==> config.mk <==
export PLATFORM = sky130hd
export DESIGN_NAME = adaptive_polar_curve_sampler_top
export DESIGN_NICKNAME = d
export VERILOG_FILES = /design/src/design/apcs_pkg.sv /design/src/design/adaptive_polar_curve_sampler_top.sv /design/src/design/apcs_apb_regs.sv /design/src/design/apcs_divider.sv /design/src/design/apcs_cordic.sv
export SDC_FILE = /design/constraint.sdc
export NUM_CORES = 2
export LEC_CHECK = 0
export BUFFER_PORTS_ARGS = -buffer_cell sky130_fd_sc_hd__buf_2
export CORE_UTILIZATION = 52
export CTS_BUF_LIST = sky130_fd_sc_hd__clkbuf_8
export CTS_CLUSTER_DIAMETER = 150
export CTS_CLUSTER_SIZE = 12
export DETAILED_ROUTE_END_ITERATION = 8
export GPL_TIMING_DRIVEN = 0
export PLACE_DENSITY = 0.71
export SETUP_SLACK_MARGIN = 0.4
export SKIP_CTS_REPAIR_TIMING = 1
export SLEW_MARGIN = 30
export SYNTH_ARGS = -nofsm -noshare
export SYNTH_HDL_FRONTEND = slang
export SYNTH_SLANG_ARGS = --single-unit
==> constraint.sdc <==
create_clock -name i_clk -period 7.7 [get_ports i_clk]
set_input_delay 1.54 -clock i_clk [delete_from_list [all_inputs] [get_ports i_clk]]
set_output_delay 1.54 -clock i_clk [all_outputs]
set_load 0.005 [all_outputs]
==> src/design/apcs_pkg.sv <==
// ----------------------------------------------------------------------------
// apcs_pkg: shared types and constants of the adaptive polar curve sampler
// Fixed-point constants, the CORDIC arctangent table and the structs that
// link the register file, the divider, the CORDIC engine and the top level.
// ----------------------------------------------------------------------------
package apcs_pkg;

    // Default values of the top-level parameters.
    localparam int CORDIC_ITERATIONS_DEF = 24;
    localparam int RADIUS_FRAC_BITS_DEF  = 16;

    // Angle step limits, units of 2^-24 rad.
    localparam int              STEP_W         = 22;
    localparam logic [STEP_W-1:0] STEP_MIN     = 22'd29282;    // pi/1800
    localparam logic [STEP_W-1:0] STEP_MAX     = 22'd2928177;  // pi/18
    localparam logic [STEP_W-1:0] BASE_STEP_RST = 22'd1672166;

    // Data widths.
    localparam int DATA_W = 32;   // radius, coordinates, angles
    localparam int Z_W    = 58;   // angle accumulator, units of 2^-48 rad
    localparam int XY_W   = 52;   // CORDIC vector, units of 2^-32
    localparam int K_W    = 7;    // quarter-turn count, |k| stays below 128
    localparam int KCNT_W = $clog2(K_W);

    // Constants for the rotation.
    localparam logic [63:0] PI_Q60    = 64'h3243F6A8885A308D;
    localparam logic [63:0] HALF_PI48 = (PI_Q60 + 64'd4096) >> 13;
    localparam logic [63:0] HALF_PI48_HALF = HALF_PI48 >> 1;
    localparam logic [31:0] CORDIC_GAIN = 32'h9B74EDA8;

    // Arctangent table, round(atan(2^-i) * 2^48).
    localparam int MAX_ITER   = 32;
    localparam int ATAN_IDX_W = $clog2(MAX_ITER);

    typedef logic [Z_W-1:0] t_atan_tab [MAX_ITER];

    // Unsigned long division by shift and subtract, used only while the
    // arctangent table is built.
    function automatic longint f_udiv64(input longint num, input longint den);
        longint quo;
        longint rem;
        quo = 0;
        rem = 0;
        for (int pos = 62; pos >= 0; pos--) begin
            rem = (rem <<< 1) | ((num >>> pos) & 64'sd1);
            if (rem >= den) begin
                rem = rem - den;
                quo = quo | (64'sd1 <<< pos);
            end
        end
        return quo;
    endfunction

    function automatic t_atan_tab f_build_atan();
        t_atan_tab tab;
        longint    acc;
        longint    term;
        int        e;
        tab[0] = Z_W'((PI_Q60 + 64'd8192) >> 14);
        for (int i = 1; i < MAX_ITER; i++) begin
            acc = 0;
            for (int k = 0; k < MAX_ITER; k++) begin
                e = i * (2 * k + 1);
                if (e <= 62) begin
                    term = f_udiv64(longint'(64'd1 << (62 - e)), longint'(2 * k + 1));
                    if (k[0]) begin
                        acc = acc - term;
                    end else begin
                        acc = acc + term;
                    end
                end
            end
            tab[i] = Z_W'((acc + 64'sd8192) >>> 14);
        end
        return tab;
    endfunction

    localparam t_atan_tab ATAN_TAB = f_build_atan();

    // Register map, byte address 4 * index.
    localparam int PADDR_W = 4;
    typedef enum logic [1:0] {
        REG_ANGLE_A   = 2'd0,
        REG_ANGLE_B   = 2'd1,
        REG_BASE_STEP = 2'd2
    } t_reg_idx;

    typedef struct packed {
        logic signed [DATA_W-1:0] angle_a;
        logic signed [DATA_W-1:0] angle_b;
        logic [STEP_W-1:0]        base_step;
    } t_cfg;

    typedef struct packed {
        logic                     start;
        logic signed [DATA_W-1:0] angle;
        logic [DATA_W-1:0]        mag;
        logic                     neg;
    } t_cor_req;

    typedef struct packed {
        logic                     done;
        logic signed [DATA_W-1:0] x;
        logic signed [DATA_W-1:0] y;
    } t_cor_rsp;

    typedef struct packed {
        logic              start;
        logic [STEP_W-1:0] base;
        logic [DATA_W-1:0] mag;
    } t_div_req;

    typedef struct packed {
        logic              done;
        logic [STEP_W-1:0] step;
    } t_div_rsp;

    typedef enum logic [2:0] {
        COR_IDLE,
        COR_REDUCE,
        COR_PREP,
        COR_ROT,
        COR_QUAD,
        COR_ROUND
    } t_cor_state;

    typedef enum logic [1:0] {
        TOP_IDLE,
        TOP_LAUNCH,
        TOP_CALC
    } t_top_state;

endpackage

==> src/design/adaptive_polar_curve_sampler_top.sv <==
// An accepted request passes TOP_LAUNCH, then waits in TOP_CALC for both
// engines and a free output register before m_axis_tvalid rises.
// A new request is taken only after the previous one has been loaded into the
// output register; each request runs the restoring step divider (one quotient
// bit per cycle) and the CORDIC loop (one rotation per cycle).
// Reset (synchronous, active low) clears the sweep so the next request starts it.
// ----------------------------------------------------------------------------
// adaptive_polar_curve_sampler_top: adaptive polar curve sampler
// Converts one radius per request into a Cartesian point at the current sweep
// angle and advances the angle by a step that shrinks as the radius grows.
// ----------------------------------------------------------------------------
module adaptive_polar_curve_sampler_top
    import apcs_pkg::*;
#(
    parameter int CORDIC_ITERATIONS = CORDIC_ITERATIONS_DEF,
    parameter int RADIUS_FRAC_BITS  = RADIUS_FRAC_BITS_DEF
) (
    input  logic               i_clk,
    input  logic               i_rst_n,
    // Input request stream.
    input  logic               s_axis_tvalid,
    output logic               s_axis_tready,
    input  logic [31:0]        s_axis_tdata,   // [31:0] radius
    input  logic [0:0]         s_axis_tuser,   // [0] radius_valid
    // Output point stream.
    output logic               m_axis_tvalid,
    input  logic               m_axis_tready,
    output logic [95:0]        m_axis_tdata,   // [31:0] x_pos, [63:32] y_pos,
                                               // [95:64] point_angle
    output logic               m_axis_tlast,   // last_point
    // Configuration port.
    input  logic               psel,
    input  logic               penable,
    input  logic               pwrite,
    input  logic [PADDR_W-1:0] paddr,
    input  logic [31:0]        pwdata,
    output logic [31:0]        prdata,
    output logic               pready
);

    // Control state.
    t_top_state r_state, n_state;
    logic       r_sweep_start;
    logic       r_past_range;
    logic       r_cdone;
    logic       r_ddone;
    logic       r_out_valid;

    // Sweep position and the request in flight.
    logic signed [DATA_W-1:0] r_cur_angle;
    logic signed [DATA_W-1:0] r_radius;
    logic                     r_rvalid;
    logic signed [DATA_W-1:0] r_ang;
    logic                     r_last;

    // Output register.
    logic signed [DATA_W-1:0] r_x_pos;
    logic signed [DATA_W-1:0] r_y_pos;
    logic signed [DATA_W-1:0] r_point_angle;
    logic                     r_last_point;

    t_cfg     cfg;
    t_cor_req cor_req;
    t_cor_rsp cor_rsp;
    t_div_req div_req;
    t_div_rsp div_rsp;

    logic                     in_acc;
    logic                     launch;
    logic                     load_out;
    logic                     all_done;
    logic                     out_free;
    logic signed [DATA_W-1:0] bound_lo;
    logic signed [DATA_W-1:0] bound_hi;
    logic signed [DATA_W-1:0] ang_sel;
    logic                     last_sel;
    logic [STEP_W-1:0]        base_clamped;
    logic [DATA_W-1:0]        rad_mag;
    logic [STEP_W-1:0]        step;
    logic signed [DATA_W:0]   next_angle;
    logic                     angle_ovf;

    apcs_apb_regs u_regs (
        .i_clk   (i_clk),
        .i_rst_n (i_rst_n),
        .psel    (psel),
        .penable (penable),
        .pwrite  (pwrite),
        .paddr   (paddr),
        .pwdata  (pwdata),
        .prdata  (prdata),
        .o_cfg   (cfg)
    );

    assign pready = 1'b1;

    // The bounds are read live on every request; the smaller one is the
    // start of the sweep and the larger one its end.
    assign bound_lo = (cfg.angle_a <= cfg.angle_b) ? cfg.angle_a : cfg.angle_b;
    assign bound_hi = (cfg.angle_a <= cfg.angle_b) ? cfg.angle_b : cfg.angle_a;

    // A fresh sweep takes the start bound. Otherwise an angle beyond the end,
    // or one whose last advance overflowed, is pinned to the end and closes
    // the sweep. An angle exactly at the end is not the last point.
    always_comb begin
        ang_sel  = r_cur_angle;
        last_sel = 1'b0;
        if (r_sweep_start) begin
            ang_sel = bound_lo;
        end else if (r_past_range || (r_cur_angle > bound_hi)) begin
            ang_sel  = bound_hi;
            last_sel = 1'b1;
        end
    end

    assign base_clamped = (cfg.base_step < STEP_MIN) ? STEP_MIN :
                          (cfg.base_step > STEP_MAX) ? STEP_MAX : cfg.base_step;

    // Magnitude of the radius; the most negative code maps to 2^31.
    assign rad_mag = r_radius[DATA_W-1] ? (~r_radius + 32'd1) : r_radius;

    // Both engines start together from TOP_LAUNCH, in the cycle after the request is taken.
    assign cor_req.start = launch;
    assign cor_req.angle = r_ang;
    assign cor_req.mag   = rad_mag;
    assign cor_req.neg   = r_radius[DATA_W-1];

    assign div_req.start = launch;
    assign div_req.base  = base_clamped;
    assign div_req.mag   = rad_mag;

    apcs_cordic #(
        .ITERATIONS (CORDIC_ITERATIONS)
    ) u_cordic (
        .i_clk   (i_clk),
        .i_rst_n (i_rst_n),
        .i_req   (cor_req),
        .o_rsp   (cor_rsp)
    );

    apcs_divider #(
        .FRAC_BITS (RADIUS_FRAC_BITS)
    ) u_divider (
        .i_clk   (i_clk),
        .i_rst_n (i_rst_n),
        .i_req   (div_req),
        .o_rsp   (div_rsp)
    );

    // Step selection: an undefined radius keeps the clamped base step, a zero radius
    // takes the largest step, anything else uses the clamped quotient.
    always_comb begin
        if (!r_rvalid) begin
            step = base_clamped;
        end else if (r_radius == '0) begin
            step = STEP_MAX;
        end else begin
            step = div_rsp.step;
        end
    end

    assign next_angle = {r_ang[DATA_W-1], r_ang} + $signed({{(DATA_W+1-STEP_W){1'b0}}, step});
    // The step is positive, so only a carry past the top can happen.
    assign angle_ovf  = (next_angle[DATA_W:DATA_W-1] == 2'b01);

    assign all_done = (r_cdone | cor_rsp.done) & (r_ddone | div_rsp.done);
    assign out_free = ~r_out_valid | m_axis_tready;

    always_ff @(posedge i_clk) begin
        if (!i_rst_n) begin
            r_state <= TOP_IDLE;
        end else begin
            r_state <= n_state;
        end
    end

    always_comb begin
        n_state       = r_state;
        s_axis_tready = 1'b0;
        launch        = 1'b0;
        load_out      = 1'b0;
        case (r_state)
            TOP_IDLE: begin
                s_axis_tready = 1'b1;
                if (s_axis_tvalid) begin
                    n_state = TOP_LAUNCH;
                end
            end
            TOP_LAUNCH: begin
                launch  = 1'b1;
                n_state = TOP_CALC;
            end
            TOP_CALC: begin
                if (all_done && out_free) begin
                    load_out = 1'b1;
                    n_state  = TOP_IDLE;
                end
            end
            default: n_state = TOP_IDLE;
        endcase
    end

    assign in_acc = s_axis_tvalid & s_axis_tready;

    // Request capture.
    always_ff @(posedge i_clk) begin
        if (in_acc) begin
            r_radius <= s_axis_tdata;
            r_rvalid <= s_axis_tuser[0];
            r_ang    <= ang_sel;
            r_last   <= last_sel;
        end
    end

    // Engine completion flags; the two engines may finish at different times.
    always_ff @(posedge i_clk) begin
        if (!i_rst_n) begin
            r_cdone <= 1'b0;
            r_ddone <= 1'b0;
        end else if (launch || load_out) begin
            r_cdone <= 1'b0;
            r_ddone <= 1'b0;
        end else begin
            r_cdone <= r_cdone | cor_rsp.done;
            r_ddone <= r_ddone | div_rsp.done;
        end
    end

    // Sweep state advances when the point leaves for the output register.
    always_ff @(posedge i_clk) begin
        if (!i_rst_n) begin
            r_cur_angle   <= '0;
            r_sweep_start <= 1'b1;
            r_past_range  <= 1'b0;
        end else if (load_out) begin
            if (r_last) begin
                r_sweep_start <= 1'b1;
                r_past_range  <= 1'b0;
            end else begin
                r_sweep_start <= 1'b0;
                r_past_range  <= angle_ovf;
                r_cur_angle   <= angle_ovf ? 32'sh7FFF_FFFF : next_angle[DATA_W-1:0];
            end
        end
    end

    // Output register: a new request can be taken while a point waits here.
    always_ff @(posedge i_clk) begin
        if (!i_rst_n) begin
            r_out_valid <= 1'b0;
        end else if (load_out) begin
            r_out_valid <= 1'b1;
        end else if (m_axis_tready) begin
            r_out_valid <= 1'b0;
        end
    end

    always_ff @(posedge i_clk) begin
        if (load_out) begin
            r_x_pos       <= r_rvalid ? cor_rsp.x : '0;
            r_y_pos       <= r_rvalid ? cor_rsp.y : '0;
            r_point_angle <= r_ang;
            r_last_point  <= r_last;
        end
    end

    assign m_axis_tvalid = r_out_valid;
    assign m_axis_tdata  = {r_point_angle, r_y_pos, r_x_pos};
    assign m_axis_tlast  = r_last_point;

`ifndef SYNTHESIS
    // An overflowed advance always parks the angle at the top code.
    a_past_range_pinned: assert property (@(posedge i_clk) disable iff (!i_rst_n)
        r_past_range |-> (r_cur_angle == 32'sh7FFF_FFFF))
        else $error("past-range flag set without a pinned angle");

    // A closing point restarts the sweep on the next request.
    a_last_restarts: assert property (@(posedge i_clk) disable iff (!i_rst_n)
        (load_out && r_last) |=> (r_sweep_start && !r_past_range))
        else $error("last point did not restart the sweep");

    // No stale engine completion survives into the idle state.
    a_idle_flags_clear: assert property (@(posedge i_clk) disable iff (!i_rst_n)
        (r_state == TOP_IDLE) |-> (!r_cdone && !r_ddone))
        else $error("engine completion flag left over in idle");

    // The divider step is always inside the legal range.
    a_step_range: assert property (@(posedge i_clk) disable iff (!i_rst_n)
        div_rsp.done |-> ((div_rsp.step >= STEP_MIN) && (div_rsp.step <= STEP_MAX)))
        else $error("divider step out of range");
`endif

endmodule

==> src/design/apcs_apb_regs.sv <==
// ----------------------------------------------------------------------------
// apcs_apb_regs: configuration registers
// Holds the two sweep bounds and the base step behind an APB-style port.
// ----------------------------------------------------------------------------
module apcs_apb_regs
    import apcs_pkg::*;
(
    input  logic               i_clk,
    input  logic               i_rst_n,
    input  logic               psel,
    input  logic               penable,
    input  logic               pwrite,
    input  logic [PADDR_W-1:0] paddr,
    input  logic [31:0]        pwdata,
    output logic [31:0]        prdata,
    output t_cfg               o_cfg
);

    t_cfg     r_cfg;
    t_reg_idx reg_idx;
    logic     wr_en;

    assign reg_idx = t_reg_idx'(paddr[PADDR_W-1:2]);
    assign wr_en   = psel & penable & pwrite;

    always_ff @(posedge i_clk) begin
        if (!i_rst_n) begin
            r_cfg.angle_a   <= '0;
            r_cfg.angle_b   <= '0;
            r_cfg.base_step <= BASE_STEP_RST;
        end else if (wr_en) begin
            case (reg_idx)
                REG_ANGLE_A:   r_cfg.angle_a   <= pwdata;
                REG_ANGLE_B:   r_cfg.angle_b   <= pwdata;
                REG_BASE_STEP: r_cfg.base_step <= pwdata[STEP_W-1:0];
                default: ;
            endcase
        end
    end

    always_comb begin
        case (reg_idx)
            REG_ANGLE_A:   prdata = r_cfg.angle_a;
            REG_ANGLE_B:   prdata = r_cfg.angle_b;
            REG_BASE_STEP: prdata = 32'(r_cfg.base_step);
            default:       prdata = '0;
        endcase
    end

    assign o_cfg = r_cfg;

endmodule

==> src/design/apcs_divider.sv <==
// ----------------------------------------------------------------------------
// apcs_divider: restoring divider for the adaptive angle step
// Computes floor(base * 2^F / mag), one quotient bit per cycle, and clamps
// the quotient to the legal step range.
// ----------------------------------------------------------------------------
module apcs_divider
    import apcs_pkg::*;
#(
    parameter int FRAC_BITS = RADIUS_FRAC_BITS_DEF
) (
    input  logic     i_clk,
    input  logic     i_rst_n,
    input  t_div_req i_req,
    output t_div_rsp o_rsp
);

    localparam int NUM_W = STEP_W + FRAC_BITS;
    localparam int CNT_W = $clog2(NUM_W);

    logic                r_busy;
    logic                r_done;
    logic [CNT_W-1:0]    r_cnt;
    logic [NUM_W-1:0]    r_num;     // numerator bits out, quotient bits in
    logic [DATA_W-1:0]   r_rem;
    logic [DATA_W-1:0]   r_mag;

    logic [DATA_W:0]     rem_sh;
    logic [DATA_W+1:0]   diff;
    logic                q_bit;

    assign rem_sh = {r_rem, r_num[NUM_W-1]};
    assign diff   = {1'b0, rem_sh} - {2'b00, r_mag};
    assign q_bit  = ~diff[DATA_W+1];

    always_ff @(posedge i_clk) begin
        if (!i_rst_n) begin
            r_busy <= 1'b0;
            r_done <= 1'b0;
            r_cnt  <= '0;
        end else begin
            r_done <= 1'b0;
            if (i_req.start) begin
                r_busy <= 1'b1;
                r_cnt  <= '0;
            end else if (r_busy) begin
                r_cnt <= r_cnt + 1'b1;
                if (r_cnt == CNT_W'(NUM_W - 1)) begin
                    r_busy <= 1'b0;
                    r_done <= 1'b1;
                end
            end
        end
    end

    always_ff @(posedge i_clk) begin
        if (i_req.start) begin
            r_num <= {i_req.base, {FRAC_BITS{1'b0}}};
            r_rem <= '0;
            r_mag <= i_req.mag;
        end else if (r_busy) begin
            r_num <= {r_num[NUM_W-2:0], q_bit};
            r_rem <= q_bit ? diff[DATA_W-1:0] : rem_sh[DATA_W-1:0];
        end
    end

    always_comb begin
        o_rsp.done = r_done;
        if (r_num > NUM_W'(STEP_MAX)) begin
            o_rsp.step = STEP_MAX;
        end else if (r_num < NUM_W'(STEP_MIN)) begin
            o_rsp.step = STEP_MIN;
        end else begin
            o_rsp.step = r_num[STEP_W-1:0];
        end
    end

endmodule

==> src/design/apcs_cordic.sv <==
// ----------------------------------------------------------------------------
// apcs_cordic: iterative polar-to-Cartesian engine
// Reduces the angle by quarter turns with a shift-subtract loop, rotates the
// gain-scaled radius one CORDIC step per cycle, restores the quadrant and
// sign, then rounds and saturates both coordinates.
// ----------------------------------------------------------------------------
module apcs_cordic
    import apcs_pkg::*;
#(
    parameter int ITERATIONS = CORDIC_ITERATIONS_DEF
) (
    input  logic     i_clk,
    input  logic     i_rst_n,
    input  t_cor_req i_req,
    output t_cor_rsp o_rsp
);

    localparam int ITER_W = (ITERATIONS > 1) ? $clog2(ITERATIONS) : 1;
    localparam logic [1:0] QUAD_90  = 2'd1;
    localparam logic [1:0] QUAD_180 = 2'd2;
    localparam logic [1:0] QUAD_270 = 2'd3;
    localparam logic signed [XY_W-1:0] SAT_HI = XY_W'(33'sd2147483647);
    localparam logic signed [XY_W-1:0] SAT_LO = XY_W'(-33'sd2147483648);
    localparam logic signed [XY_W-1:0] RND_HALF = XY_W'(33'sd32768);

    t_cor_state r_state, n_state;

    logic [KCNT_W-1:0]        r_kcnt;
    logic [ITER_W-1:0]        r_iter;
    logic signed [Z_W-1:0]    r_z;
    logic [Z_W-1:0]           r_dvs;
    logic [K_W-1:0]           r_k;
    logic signed [XY_W-1:0]   r_x;
    logic signed [XY_W-1:0]   r_y;
    logic [DATA_W-1:0]        r_mag;
    logic                     r_rneg;
    logic                     r_aneg;
    logic signed [DATA_W-1:0] r_xo;
    logic signed [DATA_W-1:0] r_yo;
    logic                     r_done;

    logic [DATA_W-1:0]        ang_mag;
    logic signed [Z_W-1:0]    h2s;
    logic signed [Z_W-1:0]    red_diff;
    logic [2*DATA_W-1:0]      prod;
    logic signed [XY_W-1:0]   dx;
    logic signed [XY_W-1:0]   dy;
    logic signed [Z_W-1:0]    atan_s;
    logic [1:0]               quad;
    logic signed [XY_W-1:0]   qx, qy;
    logic signed [XY_W-1:0]   rx, ry;

    function automatic logic signed [DATA_W-1:0] f_sat(input logic signed [XY_W-1:0] v);
        if (v > SAT_HI) begin
            return SAT_HI[DATA_W-1:0];
        end else if (v < SAT_LO) begin
            return SAT_LO[DATA_W-1:0];
        end
        return v[DATA_W-1:0];
    endfunction

    always_ff @(posedge i_clk) begin
        if (!i_rst_n) begin
            r_state <= COR_IDLE;
        end else begin
            r_state <= n_state;
        end
    end

    always_comb begin
        n_state = r_state;
        case (r_state)
            COR_IDLE:   if (i_req.start) n_state = COR_REDUCE;
            COR_REDUCE: if (r_kcnt == KCNT_W'(K_W - 1)) n_state = COR_PREP;
            COR_PREP:   n_state = COR_ROT;
            COR_ROT:    if (r_iter == ITER_W'(ITERATIONS - 1)) n_state = COR_QUAD;
            COR_QUAD:   n_state = COR_ROUND;
            COR_ROUND:  n_state = COR_IDLE;
            default:    n_state = COR_IDLE;
        endcase
    end

    // Datapath terms.
    assign ang_mag  = i_req.angle[DATA_W-1] ? (~i_req.angle + 32'd1) : i_req.angle;
    assign h2s      = $signed(Z_W'(HALF_PI48_HALF));
    assign red_diff = r_z - $signed(r_dvs);
    assign prod     = r_mag * CORDIC_GAIN;
    assign dx       = r_y >>> r_iter;
    assign dy       = r_x >>> r_iter;
    assign atan_s   = $signed(ATAN_TAB[ATAN_IDX_W'(r_iter)]);
    // The reduction count is |k|; a negative angle needs -k modulo four.
    assign quad     = r_aneg ? 2'(~r_k[1:0] + 2'd1) : r_k[1:0];
    assign rx       = (r_x + RND_HALF) >>> 16;
    assign ry       = (r_y + RND_HALF) >>> 16;

    always_comb begin
        case (quad)
            QUAD_90: begin
                qx = -r_y;
                qy = r_x;
            end
            QUAD_180: begin
                qx = -r_x;
                qy = -r_y;
            end
            QUAD_270: begin
                qx = r_y;
                qy = -r_x;
            end
            default: begin
                qx = r_x;
                qy = r_y;
            end
        endcase
    end

    always_ff @(posedge i_clk) begin
        case (r_state)
            COR_IDLE: begin
                if (i_req.start) begin
                    r_z    <= $signed(Z_W'({ang_mag, 24'd0}) + Z_W'(HALF_PI48_HALF));
                    r_dvs  <= Z_W'(HALF_PI48 << (K_W - 1));
                    r_k    <= '0;
                    r_kcnt <= '0;
                    r_mag  <= i_req.mag;
                    r_rneg <= i_req.neg;
                    r_aneg <= i_req.angle[DATA_W-1];
                end
            end
            COR_REDUCE: begin
                if (!red_diff[Z_W-1]) begin
                    r_z <= red_diff;
                end
                r_k    <= {r_k[K_W-2:0], ~red_diff[Z_W-1]};
                r_dvs  <= r_dvs >> 1;
                r_kcnt <= r_kcnt + 1'b1;
                r_x    <= $signed(XY_W'(prod[2*DATA_W-1:16]));
                r_y    <= '0;
            end
            COR_PREP: begin
                r_z    <= r_aneg ? (h2s - r_z) : (r_z - h2s);
                r_iter <= '0;
            end
            COR_ROT: begin
                if (!r_z[Z_W-1]) begin
                    r_x <= r_x - dx;
                    r_y <= r_y + dy;
                    r_z <= r_z - atan_s;
                end else begin
                    r_x <= r_x + dx;
                    r_y <= r_y - dy;
                    r_z <= r_z + atan_s;
                end
                r_iter <= r_iter + 1'b1;
            end
            COR_QUAD: begin
                r_x <= r_rneg ? -qx : qx;
                r_y <= r_rneg ? -qy : qy;
            end
            COR_ROUND: begin
                r_xo <= f_sat(rx);
                r_yo <= f_sat(ry);
            end
            default: ;
        endcase
    end

    always_ff @(posedge i_clk) begin
        if (!i_rst_n) begin
            r_done <= 1'b0;
        end else begin
            r_done <= (r_state == COR_ROUND);
        end
    end

    assign o_rsp.done = r_done;
    assign o_rsp.x    = r_xo;
    assign o_rsp.y    = r_yo;

endmodule
Word level (Yosys, flattened, before mapping)
Memory sizes are Yosys's and may differ from the RTL's.
Index checks and enable logic that the tools add are counted.
- flip-flop bits (word level): 730
- bits of input ports: 76
- word-level logic and storage cells: 214
- memory bits (read-only): 1856
- memories kept: 1
- output and inout bits: 132
- memories (name ; words ; bits a word ; rd ports ; clocked after Yosys merged registers in ; write ports ; line ; text):
    (no name shown) ; 32 ; 58 ; 1 ; 0 ; 0 ; apcs_cordic.sv:90 ; assign atan_s = $signed(ATAN_TAB[ATAN_IDX_W'(r_iter)]);
- reduce and logical (&&, ||, !) cells: 25
- shifts and indexed selects: 2
- bitwise logic cells: 17
- mux-type cells: 72
- add/sub/neg operators: 24
- magnitude comparators: 11
- equal/unequal tests: 22
- multiply operators: 1
- operator list (kind ; count):
    $pmux W52 S3 ; 4
    $mux W32 ; 14
    $mux W58 ; 7
    $pmux W58 S4 ; 1
    $mux W52 ; 4
    $neg A52 Y52 ; 4
    $mux W22 ; 6
    $pmux W58 S2 ; 1
    $sub A58 B58 Y58 ; 2
    $add A52 B17 Y52 const B ; 2
    $add A52 B52 Y52 ; 2
    $sshr A52 B5 Y52 ; 2
    $sub A52 B52 Y52 ; 2
    $pmux W32 S3 ; 1
    $mux W38 ; 2
    $gt A36 B32 Y1 const B ; 2
    $lt A36 B32 Y1 const B ; 2
    $add A32 B1 Y32 const B ; 2
    $not A32 Y32 ; 2
    $mul A32 B29 Y61 const B ; 1
    $add A58 B58 Y58 ; 1
    $sub A49 B58 Y58 const A ; 1
    $sub A58 B49 Y58 const B ; 1
    $add A56 B48 Y57 const B ; 1
    other kinds (47) ; 107

Longest topological paths before layout
- depth in word-level cells: 8
- gate-level depth with buffers: 38
- gate-level depth less buffers: 29

Modules after synthesis
A second synthesis with hierarchy kept.
- cell total of the unflattened synthesis: 10959
- area, all modules: 93915.1 µm²
- modules (own cells, without submodules) (module ; times used ; sequential area each (µm²) ; cells each ; area each (µm²)):
    apcs_cordic ; 1 ; 9839.4 ; 8629 ; 71587.4
    adaptive_polar_curve_sampler_top ; 1 ; 5675.4 ; 1246 ; 12300.5
    apcs_divider ; 1 ; 2742.6 ; 656 ; 6180.9
    apcs_apb_regs ; 1 ; 1721.7 ; 428 ; 3846.2

Worst setup path before layout
No wires, ideal clock.
- path kind: reg2reg
- start point: register u_cordic.r_iter[2]
- end point: register u_cordic.r_z[44], data pin
- clock period less this slack: 8.552 ns
- data required time: 7.439 ns
- arrival: 8.291 ns
- setup slack: -0.852 ns
- stages on the path, launching flop included: 33
- setup time: 0.261 ns
- buffers on the path: 8
- cells stage by stage: edfxtp_1 inv_1 buf_2 buf_2 buf_1 buf_1 clkbuf_1 buf_1 clkbuf_1 ha_1 nand2_1 a21oi_1 nor4bb_1 nand3b_1 or3_1 or3_1 and3b_1 nor2_1 xnor2_1 ha_1 clkbuf_1 nand2_1 or3_1 or3_1 or2_2 o22ai_1 o2111ai_1 a21oi_1 a41oi_1 inv_1 a41oi_1 xnor2_1 a221o_1
- word-level cells in the longest chain between the ends: 7
- elaborated cells between the ends (all ways): 8
- those cells by class: 2 x add/sub; 4 x mux; 1 x bitwise; 1 x memory
- RTL lines (element ; line ; text):
    start: declaration ; apcs_cordic.sv:29 ; logic [ITER_W-1:0] r_iter;
    start signal: assignment ; apcs_cordic.sv:154 ; r_iter <= r_iter + 1'b1;
    $not A5 Y6 (not written as such) (*) ; apcs_cordic.sv:90 ;
    $mem_v2 Z32 W58 (*) ; -- ;
    $mux W58 (not written as such) (*) (2 in a row) ; apcs_cordic.sv:90 ;
    $sub A58 B58 Y58 or $add A58 B58 Y58 (tied branches) ; apcs_cordic.sv:148, apcs_cordic.sv:152 ;
    $mux W58 (*) ; apcs_cordic.sv:145 ; if (!r_z[Z_W-1]) begin
    $pmux W58 S4 (*) ; apcs_cordic.sv:118 ; case (r_state)
    end signal: assignment ; apcs_cordic.sv:121 ; r_z <= $signed(Z_W'({ang_mag, 24'd0}) + Z_W'(HALF_PI48_HALF));
    end signal: assignment ; apcs_cordic.sv:148 ; r_z <= r_z - atan_s;
    end signal: assignment ; apcs_cordic.sv:152 ; r_z <= r_z + atan_s;
    end: declaration ; apcs_cordic.sv:30 ; logic signed [Z_W-1:0] r_z;
Mark *: on every way between the ends. The rest lies on a longest branch, timed or not. The select of a mux whose other input is x is not followed.
A chain may end at the register's enable or synchronous reset.

Worst setup path after layout
- start point: register u_cordic.r_mag[12]
- end point: register u_cordic.r_x[43], data pin
- word-level cells in the longest chain between the ends: 2
- RTL lines (element ; line ; text):
    start: declaration ; apcs_cordic.sv:35 ; logic [DATA_W-1:0] r_mag;
    start signal: assignment ; apcs_cordic.sv:125 ; r_mag <= i_req.mag;
    $mul A32 B29 Y61 ; apcs_cordic.sv:87 ; assign prod = r_mag * CORDIC_GAIN;
    $pmux W52 S3 ; apcs_cordic.sv:118 ;
    end signal: assignment ; apcs_cordic.sv:137 ; r_x <= $signed(XY_W'(prod[2*DATA_W-1:16]));
    end signal: assignment ; apcs_cordic.sv:146 ; r_x <= r_x - dx;
    end signal: assignment ; apcs_cordic.sv:150 ; r_x <= r_x + dx;
    end: declaration ; apcs_cordic.sv:33 ; logic signed [XY_W-1:0] r_x;
Every way passes these cells.

==> metrics.md <==
| Metric | Value |
|---|---|
| Worst setup EP type | `flip-flop` |
| PnR worst setup slack | `-0.2366 ns` |
| Fmax | `0.1260 GHz` |
| Dpl hpwl | `328800 um` |
| Post-synth EDFFs | `about 540` |
| Post-synthesis sequential area ratio | `0.2242` |
| Worst endpoint data arrival time | `8.55 ns` |
| TritonCTS sink count | `approximately 730` |
| Routability congestion estimate | `1.147` |
| H-tree depth | `3` |
| Mapped Area | `89130 um^2` |
| Detail Route Antenna Nets | `0` |
| Initial core utilization | `0.5247` |
| Final setup fails | `12` |
| DRT Wirelength | `413700 um` |
| Core outline area | `169800 um^2` |
| Maximum clock path buffer count | `3` |
| Gr ovfl total | `0` |
| Netlist cell types | `100` |
| Required @ worst endpoint | `8.32 ns` |
| Multiplexer area fraction after synthesis | `0.06774` |
| Worst-path clk slew | `approximately 0.1 ns` |
| Synth Area in Adders | `0.2058` |
| Initial antenna violation count | `just over 40` |
| Die span in y | `416 um` |
| Largest family of logic cells by synthesized area | `adder cells` |
| Vias | `88.99k` |
| IO Count | `208` |
| Top FF cell, synth | `edfxtp_1` |
| Post-synthesis register bit count | `~730` |
| Synth warn | `0` |
| Status | `complete, but fails checks` |
| Layout Area Growth over Synthesis | `12.40%` |
| Minimum clock period | `7.937 ns` |
| Compound-gate portion of the synthesized area | `0.1932` |
| RSZ-0062 raised after global routing | `yes` |
| CTS root buf | `clkbuf_8` |
| Pre-CTS setup slack | `-2.432 ns` |
| DIE WIDTH | `416 um` |
| Max Slew Vio Count | `0` |
| Largest net degree at the start of global routing | `55` |
| Initial DRT Pass Iterations | `7` |
| HP Class | `reg -> reg` |
| Startpoint Class | `flip-flop` |
| Filler cells | `14.97k` |
| Mean post-synth cell area | `8.642 um^2` |
| Final #Nets | `12.13k` |
| Die area | `approximately 170000 um^2` |
| Post-Synth Simple-Gate Area | `0.1545` |
| Share of cells above drive strength 1 | `0.1376` |
| Slew of the pin with the lowest slew margin | `1.263 ns` |
| DRC Markers | `0` |
| Vias in the first global route | `approximately 83k` |
| Routed WL per cell | `between 30 and 40 um` |
| Period utilization | `1.031` |
| Cts bufs inserted | `73` |
| Synth async-reset ratio | `0` |
| Syn_nets | `roughly 12k` |
| Critical Path Fanout Max | `5` |
| First-pass GRT wire length | `around 580000 um` |
| Hold Fails Final Rpt | `0` |
| DR iter-0 viols | `between 10k and 15k` |
| Worst-Skew Late Latency | `0.97 ns` |
| GRT Total Usage | `0.4587` |
| Post-synthesis cell count | `10.31k` |
| Failing checks | `negative setup slack` |
| Max_cap viols | `0` |
| Max-slew headroom | `0.1582` |
| Worst Skew | `0.1458 ns` |
| # rows | `roughly 150` |
| CTS tree | `yes` |
| DR vias/cell | `6.773` |
| CP Class | `reg -> reg` |
| Port Buf Inserts | `202` |
| Synth Area in XOR/XNOR | `0.08530` |
==> worst paths after layout <==
path,slack (ns),startpoint,to,depth (start not counted)
max,-0.24,u_cordic.r_mag[12]$_DFFE_PP_,u_cordic.r_x[43]$_DFFE_PP_,25
min,0.49,u_divider.r_rem[28]$_SDFFE_PP0P_,u_divider.r_rem[29]$_SDFFE_PP0P_,2
max reg2reg,-0.24,u_cordic.r_mag[12]$_DFFE_PP_,u_cordic.r_x[43]$_DFFE_PP_,25
min reg2reg,0.49,u_divider.r_rem[28]$_SDFFE_PP0P_,u_divider.r_rem[29]$_SDFFE_PP0P_,2
==> cells by family after synthesis <==
family                     after synthesis
adders and majority gates             1188
muxes                                  445
AOI/OAI and AO/OA                     2655
and+or+nand+nor                       2831
buffers and inverters                 1598
DFF                                    727
other                                    1
xor gates and xnor gates               868
==> sequential cells by signal, summed over array words and instances (netlist names), 38 cells and up <==
| signal | count |
|---|---|
| u_cordic.r_z | 58 |
| u_cordic.r_y | 52 |
| u_cordic.r_x | 52 |
| u_regs.o_cfg | 86 |
| u_cordic.r_dvs | 55 |
| u_divider.r_num | 38 |
==> metal layers <==
layer / vias to the layer above / global-route usage / wire length [um]
li1: 37900 / - / -
met1: 43360 / 0.5826 / 156800
met2: 6186 / 0.6640 / 169900
met3: 1502 / 0.1614 / 54700
met4: 44 / 0.2843 / 31580
met5: - / 0.003334 / 734
==> cell usage after synthesis, drive strengths merged, types with 135 or more instances <==
cell    number  area [um^2]
mux2i      233         2332
inv        992         3724
and2       135        844.6
nor2       659         2474
o21ai      641         3208
edfxtp     542        16280
buf        151        744.5
dfxtp      185         3704
nand2      899         3374
clkbuf     450         1689
nor3       171        865.8
xor2       369         3232
a21oi      582         2913
nand3      213         1066
fa         463         9269
a21o       246         1847
xnor2      499         4370
ha         725         9071
==> layout by cell type (no fill, tap or decap), types with 77 or more instances in the layout <==
master / n
or3_1: 93
clkbuf_1: 332
ha_1: 682
edfxtp_1: 542
nand2_1: 891
nor3_1: 157
buf_2: 251
clkbuf_2: 80
a21boi_0: 91
mux2i_1: 217
dfxtp_1: 185
a31oi_1: 122
inv_1: 993
xor2_1: 348
o31ai_1: 84
nand4_1: 97
nand2b_1: 92
o22ai_1: 100
buf_4: 247
a21o_1: 246
xnor2_1: 468
o21ai_0: 593
a211oi_1: 94
mux4_2: 117
fa_1: 447
o21a_1: 86
nand3_1: 207
nor2b_1: 77
a21oi_1: 541
mux2_2: 87
and2_1: 129
nor2_1: 641
==> cell type report <==
cell class / count / area [um^2] / share of cell area
clock inverters: 39 / 198.9 / 0.001986
clock buffers: 75 / 1032 / 0.01030
diodes: 18 / 45.04 / 0.0004496
inverters: 997 / 3792 / 0.03786
flip-flops and latches: 727 / 19980 / 0.1994
plain buffers: 601 / 3361 / 0.03355
well taps: 2218 / 2775 / 0.02770
repair buffers: 476 / 3400 / 0.03394
multi-input cells: 7988 / 65590 / 0.6548
==> critical path: stages, from the launching register on <==
cell and delay (ns):
edfxtp_1 0.51, buf_4 0.23, buf_4 0.17, ha_2 0.31
fa_1 0.54, inv_1 0.05, fa_1 0.49, fa_1 0.56
inv_1 0.06, fa_1 0.50, fa_1 0.52, fa_1 0.57
ha_1 0.36, ha_1 0.36, a21oi_2 0.17, o21bai_1 0.09
a21o_1 0.20, a31oi_1 0.23, o22ai_2 0.15, nor4_4 0.38
nand3_2 0.17, a31o_4 0.31, a31oi_4 0.21, xnor2_1 0.10
a22oi_2 0.37, o21ai_1 0.11
==> per-stage QoR <==
stage	instance area (um^2)	cells	hold WS [ns]	TNS (ns)	utilization
3_5_place_dp	93730	12750	0.4862	-138.08	0.5519
3_3_place_gp	93200	12730	0.4734	-173.87	0.5487
5_1_grt	100100	13130	0.5215	-14.28	0.5896
4_1_cts	94970	12870	0.4908	-148.11	0.5591
6_report	100200	13140	0.4938	-1.270	0.5898
2_1_floorplan	89420	10310	0.4206	0	-
Power is left out: the tool's default activity adds up to more than one toggle a clock period on the data nets, which glitch-free logic cannot reach.
